$ cat src/rtl/owbm_pkg.sv
`timescale 1ns / 1ps
// owbm_pkg: shared types and constants of the one-wire bus master.
// No dependencies.
package owbm_pkg;

  typedef enum logic [1:0] {
    OP_NONE  = 2'd0,
    OP_RESET = 2'd1,
    OP_WRITE = 2'd2,
    OP_READ  = 2'd3
  } op_t;

  localparam int NUM_REGS = 6;
  localparam int CFG_IDX_W = 3;
  localparam int REG_W = 16;

  localparam logic [CFG_IDX_W-1:0] REG_SHORT_LOW  = 3'd0;
  localparam logic [CFG_IDX_W-1:0] REG_WRITE_SLOT = 3'd1;
  localparam logic [CFG_IDX_W-1:0] REG_READ_SAMP  = 3'd2;
  localparam logic [CFG_IDX_W-1:0] REG_READ_REC   = 3'd3;
  localparam logic [CFG_IDX_W-1:0] REG_RST_LOW    = 3'd4;
  localparam logic [CFG_IDX_W-1:0] REG_RST_WAIT   = 3'd5;

  localparam logic [REG_W-1:0] RST_SHORT_LOW  = 16'd2;
  localparam logic [REG_W-1:0] RST_WRITE_SLOT = 16'd60;
  localparam logic [REG_W-1:0] RST_READ_SAMP  = 16'd8;
  localparam logic [REG_W-1:0] RST_READ_REC   = 16'd60;
  localparam logic [REG_W-1:0] RST_RST_LOW    = 16'd500;
  localparam logic [REG_W-1:0] RST_RST_WAIT   = 16'd500;

  typedef struct packed {
    logic [REG_W-1:0] short_low;
    logic [REG_W-1:0] write_slot;
    logic [REG_W-1:0] read_sample;
    logic [REG_W-1:0] read_recovery;
    logic [REG_W-1:0] reset_low;
    logic [REG_W-1:0] reset_wait;
  } owbm_timing_t;

endpackage

$ cat src/rtl/owbm_cfg_regs.sv
`timescale 1ns / 1ps
// owbm_cfg_regs: phase length register file written over the config channel.
// Depends on owbm_pkg.
module owbm_cfg_regs
  import owbm_pkg::*;
(
  input  logic                 clk,
  input  logic                 rst_n,
  input  logic                 wr_en,
  input  logic [CFG_IDX_W-1:0] wr_index,
  input  logic [REG_W-1:0]     wr_data,
  output owbm_timing_t         timing
);

  owbm_timing_t timing_r;

  always_ff @(posedge clk) begin
    if (!rst_n) begin
      timing_r.short_low     <= RST_SHORT_LOW;
      timing_r.write_slot    <= RST_WRITE_SLOT;
      timing_r.read_sample   <= RST_READ_SAMP;
      timing_r.read_recovery <= RST_READ_REC;
      timing_r.reset_low     <= RST_RST_LOW;
      timing_r.reset_wait    <= RST_RST_WAIT;
    end else if (wr_en) begin
      case (wr_index)
        REG_SHORT_LOW:  timing_r.short_low     <= wr_data;
        REG_WRITE_SLOT: timing_r.write_slot    <= wr_data;
        REG_READ_SAMP:  timing_r.read_sample   <= wr_data;
        REG_READ_REC:   timing_r.read_recovery <= wr_data;
        REG_RST_LOW:    timing_r.reset_low     <= wr_data;
        REG_RST_WAIT:   timing_r.reset_wait    <= wr_data;
        default: ;
      endcase
    end
  end

  assign timing = timing_r;

endmodule

$ cat src/rtl/owbm_core.sv
`timescale 1ns / 1ps
// owbm_core: bit slot sequencer; one step per tick, results registered.
// Depends on owbm_pkg.
module owbm_core
  import owbm_pkg::*;
#(
  parameter int MAX_BITS    = 64,
  parameter int TIMER_WIDTH = 16
) (
  input  logic                clk,
  input  logic                rst_n,
  input  logic                step,
  input  logic [1:0]          operation,
  input  logic [1:0]          width_code,
  input  logic [MAX_BITS-1:0] write_data,
  input  logic                bus_level,
  input  owbm_timing_t        timing,
  output logic                drive_enable,
  output logic                drive_level,
  output logic                busy_res,
  output logic                done_res,
  output logic [MAX_BITS-1:0] read_data,
  output logic                command_rejected
);

  localparam int CNT_W = $clog2(MAX_BITS + 1);
  localparam int POS_W = $clog2(MAX_BITS);

  typedef enum logic [2:0] {
    PH_IDLE     = 3'd0,
    PH_RST_LOW  = 3'd1,
    PH_RST_WAIT = 3'd2,
    PH_W_LOW    = 3'd3,
    PH_W_HOLD   = 3'd4,
    PH_R_LOW    = 3'd5,
    PH_R_WAIT   = 3'd6,
    PH_R_REC    = 3'd7
  } phase_t;

  phase_t                 phase_r, phase_nxt;
  logic [TIMER_WIDTH-1:0] tick_r, tick_nxt;
  logic [CNT_W-1:0]       bits_left_r, bits_left_nxt;
  logic [MAX_BITS-1:0]    send_r, send_nxt;
  logic [MAX_BITS-1:0]    recv_r, recv_nxt;
  logic [POS_W-1:0]       pos_r, pos_nxt;

  logic de_r, de_nxt;
  logic dl_r, dl_nxt;
  logic busy_r, busy_nxt;
  logic done_r, done_nxt;
  logic rej_r, rej_nxt;

  logic [7:0]             cnt8;
  logic [TIMER_WIDTH-1:0] cur_len;
  logic [TIMER_WIDTH:0]   tick_inc;

  // zero reads as one tick, values above the timer range saturate
  function automatic logic [TIMER_WIDTH-1:0] clamp_len(input logic [REG_W-1:0] v);
    logic [32:0] ext;
    logic [32:0] tmax;
    ext  = {17'd0, v};
    tmax = (33'd1 << TIMER_WIDTH) - 33'd1;
    if (ext == 33'd0) ext = 33'd1;
    if (ext > tmax) ext = tmax;
    return ext[TIMER_WIDTH-1:0];
  endfunction

  always_comb begin
    phase_nxt     = phase_r;
    tick_nxt      = tick_r;
    bits_left_nxt = bits_left_r;
    send_nxt      = send_r;
    recv_nxt      = recv_r;
    pos_nxt       = pos_r;
    rej_nxt       = 1'b0;
    done_nxt      = 1'b0;

    cnt8 = 8'd8 << width_code;
    if (cnt8 > 8'(MAX_BITS)) cnt8 = 8'(MAX_BITS);

    if (op_t'(operation) != OP_NONE) begin
      if (phase_r != PH_IDLE) begin
        rej_nxt = 1'b1;
      end else begin
        tick_nxt = '0;
        pos_nxt  = '0;
        case (op_t'(operation))
          OP_RESET: begin
            phase_nxt     = PH_RST_LOW;
            bits_left_nxt = '0;
          end
          OP_WRITE: begin
            phase_nxt     = PH_W_LOW;
            bits_left_nxt = cnt8[CNT_W-1:0];
            send_nxt      = write_data;
          end
          default: begin
            phase_nxt     = PH_R_LOW;
            bits_left_nxt = cnt8[CNT_W-1:0];
            recv_nxt      = '0;
          end
        endcase
      end
    end

    busy_nxt = (phase_nxt != PH_IDLE);
    case (phase_nxt) inside
      PH_RST_LOW, PH_W_LOW, PH_R_LOW: begin
        de_nxt = 1'b1;
        dl_nxt = 1'b0;
      end
      PH_W_HOLD: begin
        de_nxt = 1'b1;
        dl_nxt = send_nxt[0];
      end
      default: begin
        de_nxt = 1'b0;
        dl_nxt = 1'b1;
      end
    endcase

    if (phase_nxt == PH_R_REC && tick_nxt == '0 && bus_level)
      recv_nxt[pos_nxt] = 1'b1;

    case (phase_nxt)
      PH_RST_LOW:  cur_len = clamp_len(timing.reset_low);
      PH_RST_WAIT: cur_len = clamp_len(timing.reset_wait);
      PH_W_LOW:    cur_len = clamp_len(timing.short_low);
      PH_W_HOLD:   cur_len = clamp_len(timing.write_slot);
      PH_R_LOW:    cur_len = clamp_len(timing.short_low);
      PH_R_WAIT:   cur_len = clamp_len(timing.read_sample);
      PH_R_REC:    cur_len = clamp_len(timing.read_recovery);
      default:     cur_len = TIMER_WIDTH'(1);
    endcase

    tick_inc = {1'b0, tick_nxt} + {{TIMER_WIDTH{1'b0}}, 1'b1};

    if (busy_nxt) begin
      tick_nxt = tick_inc[TIMER_WIDTH-1:0];
      if (tick_inc >= {1'b0, cur_len}) begin
        tick_nxt = '0;
        case (phase_nxt)
          PH_RST_LOW:  phase_nxt = PH_RST_WAIT;
          PH_RST_WAIT: begin
            phase_nxt = PH_IDLE;
            done_nxt  = 1'b1;
          end
          PH_W_LOW:    phase_nxt = PH_W_HOLD;
          PH_R_LOW:    phase_nxt = PH_R_WAIT;
          PH_R_WAIT:   phase_nxt = PH_R_REC;
          PH_W_HOLD, PH_R_REC: begin
            send_nxt = send_nxt >> 1;
            pos_nxt  = pos_nxt + POS_W'(1);
            if (bits_left_nxt != '0) bits_left_nxt = bits_left_nxt - CNT_W'(1);
            if (bits_left_nxt == '0) begin
              phase_nxt = PH_IDLE;
              done_nxt  = 1'b1;
            end else if (phase_nxt == PH_W_HOLD) begin
              phase_nxt = PH_W_LOW;
            end else begin
              phase_nxt = PH_R_LOW;
            end
          end
          default:     phase_nxt = PH_IDLE;
        endcase
      end
    end
  end

  always_ff @(posedge clk) begin
    if (!rst_n) begin
      phase_r     <= PH_IDLE;
      tick_r      <= '0;
      bits_left_r <= '0;
      send_r      <= '0;
      recv_r      <= '0;
      pos_r       <= '0;
      de_r        <= 1'b0;
      dl_r        <= 1'b1;
      busy_r      <= 1'b0;
      done_r      <= 1'b0;
      rej_r       <= 1'b0;
    end else if (step) begin
      phase_r     <= phase_nxt;
      tick_r      <= tick_nxt;
      bits_left_r <= bits_left_nxt;
      send_r      <= send_nxt;
      recv_r      <= recv_nxt;
      pos_r       <= pos_nxt;
      de_r        <= de_nxt;
      dl_r        <= dl_nxt;
      busy_r      <= busy_nxt;
      done_r      <= done_nxt;
      rej_r       <= rej_nxt;
    end
  end

  assign drive_enable     = de_r;
  assign drive_level      = dl_r;
  assign busy_res         = busy_r;
  assign done_res         = done_r;
  assign read_data        = recv_r;
  assign command_rejected = rej_r;

  a_done_busy: assert property (@(posedge clk) disable iff (!rst_n)
    done_r |-> busy_r) else $error("done without busy");

  a_rej_busy: assert property (@(posedge clk) disable iff (!rst_n)
    rej_r |-> busy_r) else $error("reject while idle");

  a_release_high: assert property (@(posedge clk) disable iff (!rst_n)
    !de_r |-> dl_r) else $error("released line not reported high");

  a_idle_timer: assert property (@(posedge clk) disable iff (!rst_n)
    phase_r == PH_IDLE |-> tick_r == '0) else $error("timer running while idle");

  a_done_ends: assert property (@(posedge clk) disable iff (!rst_n)
    (step && done_nxt) |=> phase_r == PH_IDLE) else $error("done but still active");

endmodule

$ cat src/rtl/one_wire_bus_master.sv
`timescale 1ns / 1ps
// one_wire_bus_master: top level; input register, handshakes, config port.
// Depends on owbm_pkg, owbm_cfg_regs, owbm_core.
//
// One-wire bus master stepped by one input transfer per bus tick. Each input
// transfer yields exactly one result transfer; a new item is taken every cycle
// while the result side keeps up, and the matching result passes through one
// input register and one result register. Phase lengths, in ticks, come from
// six 16-bit registers written over the cfg_ channel, which is always ready;
// write them only while no command is running.
// Commands issued while a command is running are dropped and flagged.
module one_wire_bus_master
  import owbm_pkg::*;
#(
  parameter int MAX_BITS    = 64,
  parameter int TIMER_WIDTH = 16
) (
  input  logic                 clk,
  input  logic                 rst_n,
  input  logic                 in_valid,
  output logic                 in_stall,
  input  logic [1:0]           in_operation,
  input  logic [1:0]           in_width_code,
  input  logic [MAX_BITS-1:0]  in_write_data,
  input  logic                 in_bus_level,
  output logic                 out_valid,
  input  logic                 out_stall,
  output logic                 out_drive_enable,
  output logic                 out_drive_level,
  output logic                 out_busy_res,
  output logic                 out_done_res,
  output logic [MAX_BITS-1:0]  out_read_data,
  output logic                 out_command_rejected,
  input  logic                 cfg_valid,
  output logic                 cfg_ready,
  input  logic [CFG_IDX_W-1:0] cfg_index,
  input  logic [REG_W-1:0]     cfg_data
);

  logic                in_v_r;
  logic                out_v_r;
  logic [1:0]          op_r;
  logic [1:0]          wc_r;
  logic [MAX_BITS-1:0] wdata_r;
  logic                bus_r;
  logic                out_free;
  logic                fire;
  logic                in_take;
  owbm_timing_t        timing;

  assign out_free = !out_v_r || !out_stall;
  assign fire     = in_v_r && out_free;
  assign in_stall = in_v_r && !out_free;
  assign in_take  = in_valid && !in_stall;

  always_ff @(posedge clk) begin
    if (!rst_n) begin
      in_v_r  <= 1'b0;
      out_v_r <= 1'b0;
    end else begin
      if (!in_v_r || fire) in_v_r <= in_valid;
      if (out_free) out_v_r <= fire;
    end
    if (in_take) begin
      op_r    <= in_operation;
      wc_r    <= in_width_code;
      wdata_r <= in_write_data;
      bus_r   <= in_bus_level;
    end
  end

  assign out_valid = out_v_r;
  assign cfg_ready = 1'b1;

  owbm_cfg_regs u_cfg (
    .clk      (clk),
    .rst_n    (rst_n),
    .wr_en    (cfg_valid && cfg_ready),
    .wr_index (cfg_index),
    .wr_data  (cfg_data),
    .timing   (timing)
  );

  owbm_core #(
    .MAX_BITS    (MAX_BITS),
    .TIMER_WIDTH (TIMER_WIDTH)
  ) u_core (
    .clk              (clk),
    .rst_n            (rst_n),
    .step             (fire),
    .operation        (op_r),
    .width_code       (wc_r),
    .write_data       (wdata_r),
    .bus_level        (bus_r),
    .timing           (timing),
    .drive_enable     (out_drive_enable),
    .drive_level      (out_drive_level),
    .busy_res         (out_busy_res),
    .done_res         (out_done_res),
    .read_data        (out_read_data),
    .command_rejected (out_command_rejected)
  );

endmodule
$ cat config.mk
export PLATFORM = sky130hd
export DESIGN_NAME = one_wire_bus_master
export DESIGN_NICKNAME = d
export VERILOG_FILES = /design/src/rtl/owbm_pkg.sv /design/src/rtl/owbm_cfg_regs.sv /design/src/rtl/owbm_core.sv /design/src/rtl/one_wire_bus_master.sv
export SDC_FILE = /design/constraint.sdc
export NUM_CORES = 1
export LEC_CHECK = 0
export BUFFER_PORTS_ARGS = -buffer_cell sky130_fd_sc_hd__clkbuf_2
export CAP_MARGIN = 20
export CORE_MARGIN = 3
export CORE_UTILIZATION = 53
export CTS_CLUSTER_SIZE = 25
export DETAILED_ROUTE_END_ITERATION = 6
export GPL_ROUTABILITY_DRIVEN = 0
export PLACE_DENSITY_LB_ADDON = 0.3
export SYNTH_ARGS = -nofsm -noshare
export SYNTH_HDL_FRONTEND = slang
export SYNTH_SLANG_ARGS = --single-unit
$ cat constraint.sdc
create_clock -name clk -period 4.76 [get_ports clk]
set_input_delay 1.19 -clock clk [delete_from_list [all_inputs] [get_ports clk]]
set_output_delay 1.19 -clock clk [all_outputs]
set_load 0.005 [all_outputs]
==> flow_summary.ini, run 1 <==
[sta]
worst_pin_slew_ns = 1.09
fin_crit_sh = 0.935
worst_slack_ns = 0.309
slew_headroom = 0.272
period_needed_ns = 4.45
fin_worst_skew_ns = 0.0150
setup_violations = 0
slew_violations = 0
grt_setup_unrepaired = no
timing.fmax_mhz = 225
fin_setup_tns_ns = 0
hold_viol = 0

[synth]
synth_top_area_share = 0.351
synth_nets = 1908
ys_types = 76
synthFlopType = dfxtp_1
syn-cell-area_um2 = 15000
ys_warn_count = 0
netlist_instances = 1791
synth_top_area_cell = dfxtp_1
ys_seq_area_frac = 0.489
ys_seq_elements = 332
avgSynthCellArea_um2 = 8.37
synth_area_leaders = dfxtp_1 35%, edfxtp_1 14%, nand2_1 13%
synth_edf_count = 69
async_reset_ff_frac = 0

[setup_path]
cp_common_cell = ha_1
critical_path_buf_inv_count = 4
critPathMaxStageDelay_ns = 0.50
worstPathArrival_ns = 4.89
crit_family = simple AND/OR/NAND/NOR gates
critPathLaunchType = register
end_kind = register
critPathKind = register to register
cp_cell_sequence = inv_1 -> ha_1 -> or4_4 -> nand2_1 -> inv_1 -> ha_1 -> nand3_2 -> nor4_4 -> nand3_1 -> xor2_1 -> nor2_1 -> ha_1 -> nand2_1 -> o211a_1 -> nor3b_2 -> a221oi_4 -> buf_4 -> o21ai_2 -> buf_4 -> or4_1 -> a21oi_1
cp_max_fo = 5
cp.required_ns = 5.20
ff2ff_setup_slack_ns = 0.31
cp_slowest_cell = or4_1

[die]
fp.coreArea_um2 = 27400
initial_core_util = 0.547
die_area_um2 = 30400
pin_count = 165
num_rows = 60
dieHeight_um = 174
die_w_um = 174

[placed_design]
portBuffers = 163
place_ws_ns = 0.180
hpwl_um = 26800
place_area_um2 = 16100

[cts]
cts_buffers = 36
cts_max_level = 2
tritoncts = done
cts.sinks = 332
cts_buffer_depth = 3
cts-root-buf = clkbuf_16
clk_pin_slew_ns = 0.06
clock_latency_ns = 0.52

[drt]
ant_nets = 0
dr.pass1.iters = 6
post_drt_via_cell_ratio = 5.95
vias = 13800
routed_wl_um = 40400
drt-initial-drc-count = 1523
route.detailed.drc = 0
wl_per_cell_um = 17.5

[power]
p_leak_uw = 0.00635
power.switching_uw = 1600
pwr-share-clk = 0.435
power_uw = 6470
p_comb_frac = 0.101
p_per_area_nw_per_um2 = 373
seq_power_share = 0.464
ir_drop_mv = 0.367
p_int_uw = 4880
netSwitchingFraction = 0.246

[cells_and_area]
post-route-util = 0.634
nFillCells = 2230
final_layout_size_suffix_gt1_frac = 0.160
multi_input_area_um2 = 7090
regArea_um2 = 7340
final_nets = 2027
stdcell_area_um2 = 17400
syn2layout_area_growth_pct = 15.9

[global_routing]
grt_pass1_wl_um = 65500
grt_pass1_vias = 12900
antenna_found_initial = 1
gr-total-overflow = 0
grt_usage = 0.257
grt_max_degree = 91

[run]
maxCapViolCount = 0

[status]
status = completed

[worst_hold_path]
hold_path.class = register to register
==> cells in the mapped netlist, types with 9 or more instances <==
| cell type | count |
|---|---|
| nand2_1 | 528 |
| dfxtp_1 | 263 |
| a21oi_1 | 171 |
| nor2_1 | 131 |
| clkbuf_1 | 95 |
| edfxtp_1 | 69 |
| nand3_1 | 58 |
| a31oi_1 | 55 |
| a32oi_1 | 55 |
| a22oi_1 | 35 |
| o21ai_0 | 27 |
| nor4_1 | 26 |
| ha_1 | 24 |
| nor3_1 | 18 |
| buf_4 | 14 |
| mux2i_1 | 14 |
| nand4_1 | 13 |
| nor2b_1 | 13 |
| a221oi_1 | 9 |
| inv_1 | 9 |
| o21ai_1 | 9 |
==> cells by family (layout without fill, tap and decap cells) <==
logic type,Yosys count,after routing,share of synthesized area
other,1,2,0.000250
AOI/OAI and AO/OA,415,416,0.182
adders and majority gates,24,24,0.0200
muxes,17,17,0.0116
buffers and inverters,141,286,0.0430
and+or+nand+nor,845,845,0.244
xor gates and xnor gates,16,16,0.00934
DFF,332,332,0.489
==> cell usage in the layout, fill, tap and decap left out, drive strengths merged, types with 14 or more instances in the layout <==
cell type / netlist / routed
dfxtp: 263 / 263
nand4: 15 / 15
mux2i: 14 / 14
clkbuf: 96 / 220
nor4: 30 / 30
nand2: 529 / 529
edfxtp: 69 / 69
a22oi: 35 / 35
nor2: 133 / 133
a21oi: 171 / 171
nor3: 21 / 21
nand3: 61 / 61
buf: 35 / 48
ha: 24 / 24
a32oi: 55 / 55
o21ai: 38 / 39
a31oi: 55 / 55
==> final cells by class <==
type                       count  area share
multi-input combinational   1319       0.408
clock inverter                 8     0.00439
clock buffer                  57      0.0658
timing repair buffer         211      0.0706
inverter                      10     0.00245
tap                          372      0.0268
antenna                        1    0.000144
sequential                   332       0.422
==> power by group through the flow <==
| stage | registers (uW) | clock network, uW | logic [uW] |
|---|---|---|---|
| 3_3_place_gp | 3060 | 0 | 619 |
| 6_report | 3000 | 2820 | 655 |
| 5_1_grt | 3010 | 2980 | 718 |
| 4_1_cts | 3000 | 2860 | 635 |
| 3_5_place_dp | 3060 | 0 | 632 |
| 2_1_floorplan | 3040 | 0 | 434 |
==> routing by layer <==
layer | share of wire | wire (um) | up-vias | global-route usage
li1 | - | - | 6558 | -
met1 | 0.42 | 17000 | 6435 | 0.349
met2 | 0.47 | 18900 | 646 | 0.422
met3 | 0.079 | 3200 | 115 | 0.0382
met4 | 0.033 | 1320 | 0 | 0.0888
met5 | 0 | 0 | - | 0
==> worst paths after layout <==
path | start | end | cells after the start
setup / recovery | op_r[0] | u_core.pos_r[4] | 21
hold / removal | u_core.busy_res | u_core.busy_res | 2
setup reg to reg | op_r[0] | u_core.pos_r[4] | 21
hold reg to reg | u_core.busy_res | u_core.busy_res | 2
==> sequential cells by signal, summed over array words and instances (netlist names) <==
| register | cells |
|---|---|
| u_cfg.timing | 96 |
| u_core.read_data | 64 |
| u_core.send_r | 64 |
| wdata_r | 64 |
| u_core.tick_r | 16 |
| u_core.bits_left_r | 7 |
| u_core.pos_r | 6 |
| u_core.phase_r | 3 |
| op_r | 2 |
| wc_r | 2 |
| bus_r | 1 |
| in_v_r | 1 |
| out_valid | 1 |
| u_core.busy_res | 1 |
| u_core.command_rejected | 1 |
| u_core.done_res | 1 |
| u_core.drive_enable | 1 |
| u_core.drive_level | 1 |
==> worst min-delay path, cell delays in order, from the launching register on <==
cell,delay (ns)
dfxtp_1,0.30
nand2_1,0.05
a21oi_1,0.05
==> repair_timing <==
item / CTS / global route
hold buffers: 0 / 0
setup endpoints to repair: 0 / 52
resized for setup: 0 / 6
setup buffers: 0 / 4
==> stage by stage <==
stage          std cells  hold slack (ns)
6_report            2310            0.451
5_1_grt             2310            0.467
3_3_place_gp        2237            0.443
3_5_place_dp        2237            0.448
2_1_floorplan       1791            0.433
4_1_cts             2302            0.456
Power figures use the tool's default switching activity.
==> inputs of run 2 (changes only) <==
--- a/config.mk
+++ b/config.mk
@@ -12,7 +12,8 @@
 export CTS_CLUSTER_SIZE = 25
 export DETAILED_ROUTE_END_ITERATION = 6
 export GPL_ROUTABILITY_DRIVEN = 0
-export PLACE_DENSITY_LB_ADDON = 0.3
+export PLACE_DENSITY_LB_ADDON = 0.15
 export SYNTH_ARGS = -nofsm -noshare
 export SYNTH_HDL_FRONTEND = slang
 export SYNTH_SLANG_ARGS = --single-unit
+export TNS_END_PERCENT = 5
==> run 2 against run 1 <==
Sequential power is essentially flat. Clock power is essentially flat. Highest routed layer unchanged. Register-to-register slack lost 0.07 ns. Die area is the same. Final area grew 0.42%. Largest cell class unchanged. Wire length grew 0.28%.
==> flow_summary.ini, run 2 (synthesized netlist as in run 1, its figures left out) <==
[die]
die_area_um2 = 30400
die_w_um = 174
initial_core_util = 0.547
dieHeight_um = 174
pin_count = 165
fp.coreArea_um2 = 27400
num_rows = 60

[setup_path]
critPathLaunchType = register
critical_path_buf_inv_count = 6
critPathKind = register to register
end_kind = register
crit_family = simple AND/OR/NAND/NOR gates
cp_max_fo = 16
critPathMaxStageDelay_ns = 0.49
cp_common_cell = buf_4
cp_num_cells = 22
cp_slowest_cell = or4_1
cp_cell_sequence = inv_1 -> ha_1 -> buf_4 -> nor4_4 -> and2_2 -> nor2_1 -> nand2_1 -> nor2_1 -> buf_4 -> a222oi_1 -> nand2_1 -> a21oi_1 -> ha_1 -> nand2_1 -> o211a_1 -> buf_4 -> a221oi_4 -> o21ai_4 -> buf_4 -> buf_4 -> or4_1 -> a31oi_1
rr_worst_depth = 22
cp.required_ns = 5.20
worstPathArrival_ns = 4.96

[cells_and_area]
antennaDiodeCount = 0
mostFrequentLayoutCells = 526 x nand2_1, 263 x dfxtp_1, 169 x a21oi_1
syn2layout_area_growth_pct = 16.4
regArea_um2 = 7340
largest_register_ffs = 96
multi_input_area_um2 = 7060
post-route-util = 0.637
final_layout_size_suffix_gt1_frac = 0.161
nFillCells = 2360
fin_cells = 2315
final_nets = 2034
final_common_cell = nand2_1

[sta]
timing.fmax_mhz = 221
grt_setup_unrepaired = yes
worst_pin_slew_ns = 0.975
slew_headroom = 0.344
setup_violations = 0
slew_violations = 0
period_needed_ns = 4.52
worst_slack_ns = 0.236
fin_worst_skew_ns = 0.0220
fin_crit_sh = 0.951
whs_ns = 0.456
hold_viol = 0

[drt]
dr.pass1.iters = 6
ant_nets = 0
routed_wl_um = 40600
wl_per_cell_um = 17.5
vias = 13700
post_drt_via_cell_ratio = 5.92
drt-initial-drc-count = 1276
route.detailed.drc = 0

[power]
p_comb_frac = 0.103
p_int_uw = 4880
pwr-share-clk = 0.435
seq_power_share = 0.463
p_leak_uw = 0.00639
p_per_area_nw_per_um2 = 371
ir_drop_mv = 0.305
power_uw = 6480
netSwitchingFraction = 0.247
power.switching_uw = 1600

[cts]
clk_pin_slew_ns = 0.06
cts_buffers = 36
tritoncts = done
cts_buffer_depth = 3
clock_latency_ns = 0.53
postCtsHoldBufs = 0
cts-root-buf = clkbuf_16
cts.sinks = 332
cts_max_level = 2

[placed_design]
hpwl_um = 27000
place_inst = 2243
portBuffers = 163
place_ws_ns = 0.0768

[worst_hold_path]
worst_hold_path.num_cells = 2
hold_path.class = register to register

[global_routing]
antenna_found_initial = 0
gr-total-overflow = 0
grt_pass1_wl_um = 65700
grt_usage = 0.259
grt_max_degree = 88
grt_pass1_vias = 12600

[run]
maxCapViolCount = 0

[status]
status = completed
## run 2: changes by cell type in the layout (fill, tap and decap cells not counted), moves of 2 or more
cell | before | now
clkinv_2 | 4 | 6
a21oi_1 | 171 | 169
buf_4 | 44 | 47
buf_12 | 4 | 8
clkinv_1 | 0 | 3
bufinv_16 | 1 | 4
clkbuf_8 | 10 | 4
a21oi_2 | 0 | 2
## run 2: layer usage
| metal | global-route usage | share of wire |
|---|---|---|
| met1 | 0.362 | 0.43 |
| met2 | 0.416 | 0.47 |
| met3 | 0.0389 | 0.074 |
| met4 | 0.0767 | 0.026 |
| met5 | 0 | 0 |
## run 2: path summary, 6_finish.rpt
check                                      start                    end  slack (ns)
worst max-delay path                     op_r[1]  u_core.bits_left_r[6]        0.24
worst min-delay path            u_cfg.timing[16]       u_cfg.timing[16]        0.46
worst max register to register           op_r[1]  u_core.bits_left_r[6]        0.24
worst min register to register  u_cfg.timing[16]       u_cfg.timing[16]        0.46
## run 2: per-stage QoR
step	TNS, ns	instance area [um^2]
after floorplan	-0.106	15000
after global placement	0	16200
after detailed placement	0	16200
final	0	17500
after CTS	0	17400
after global routing	-0.0615	17500
## run 2: worst min-delay path, stage by stage (launching register included)
cell and delay [ns]:
dfxtp_1 0.31, nand2_1 0.05, a21oi_1 0.05
## run 2: layout make-up
| type | instances | area share |
|---|---|---|
| Clock buffer | 49 | 0.0579 |
| Clock inverter | 15 | 0.0103 |
| Inverter | 10 | 0.00244 |
| Multi-Input combinational cell | 1318 | 0.405 |
| Sequential cell | 332 | 0.420 |
| Tap cell | 372 | 0.0267 |
| Timing Repair Buffer | 219 | 0.0776 |
## run 2: timing repair
item | CTS | global route
endpoints found under the setup margin | 0 | 79
setup buffers | 0 | 4
gates resized for setup | 0 | 5
## run 2: power groups by stage
| stage | Combinational (uW) | Sequential (uW) | Clock (uW) |
|---|---|---|---|
| after floorplan | 434 | 3040 | 0 |
| after global placement | 638 | 3060 | 0 |
| after detailed placement | 646 | 3060 | 0 |
| after CTS | 649 | 3000 | 2870 |
| after global routing | 727 | 3000 | 2990 |
| final | 665 | 3000 | 2820 |
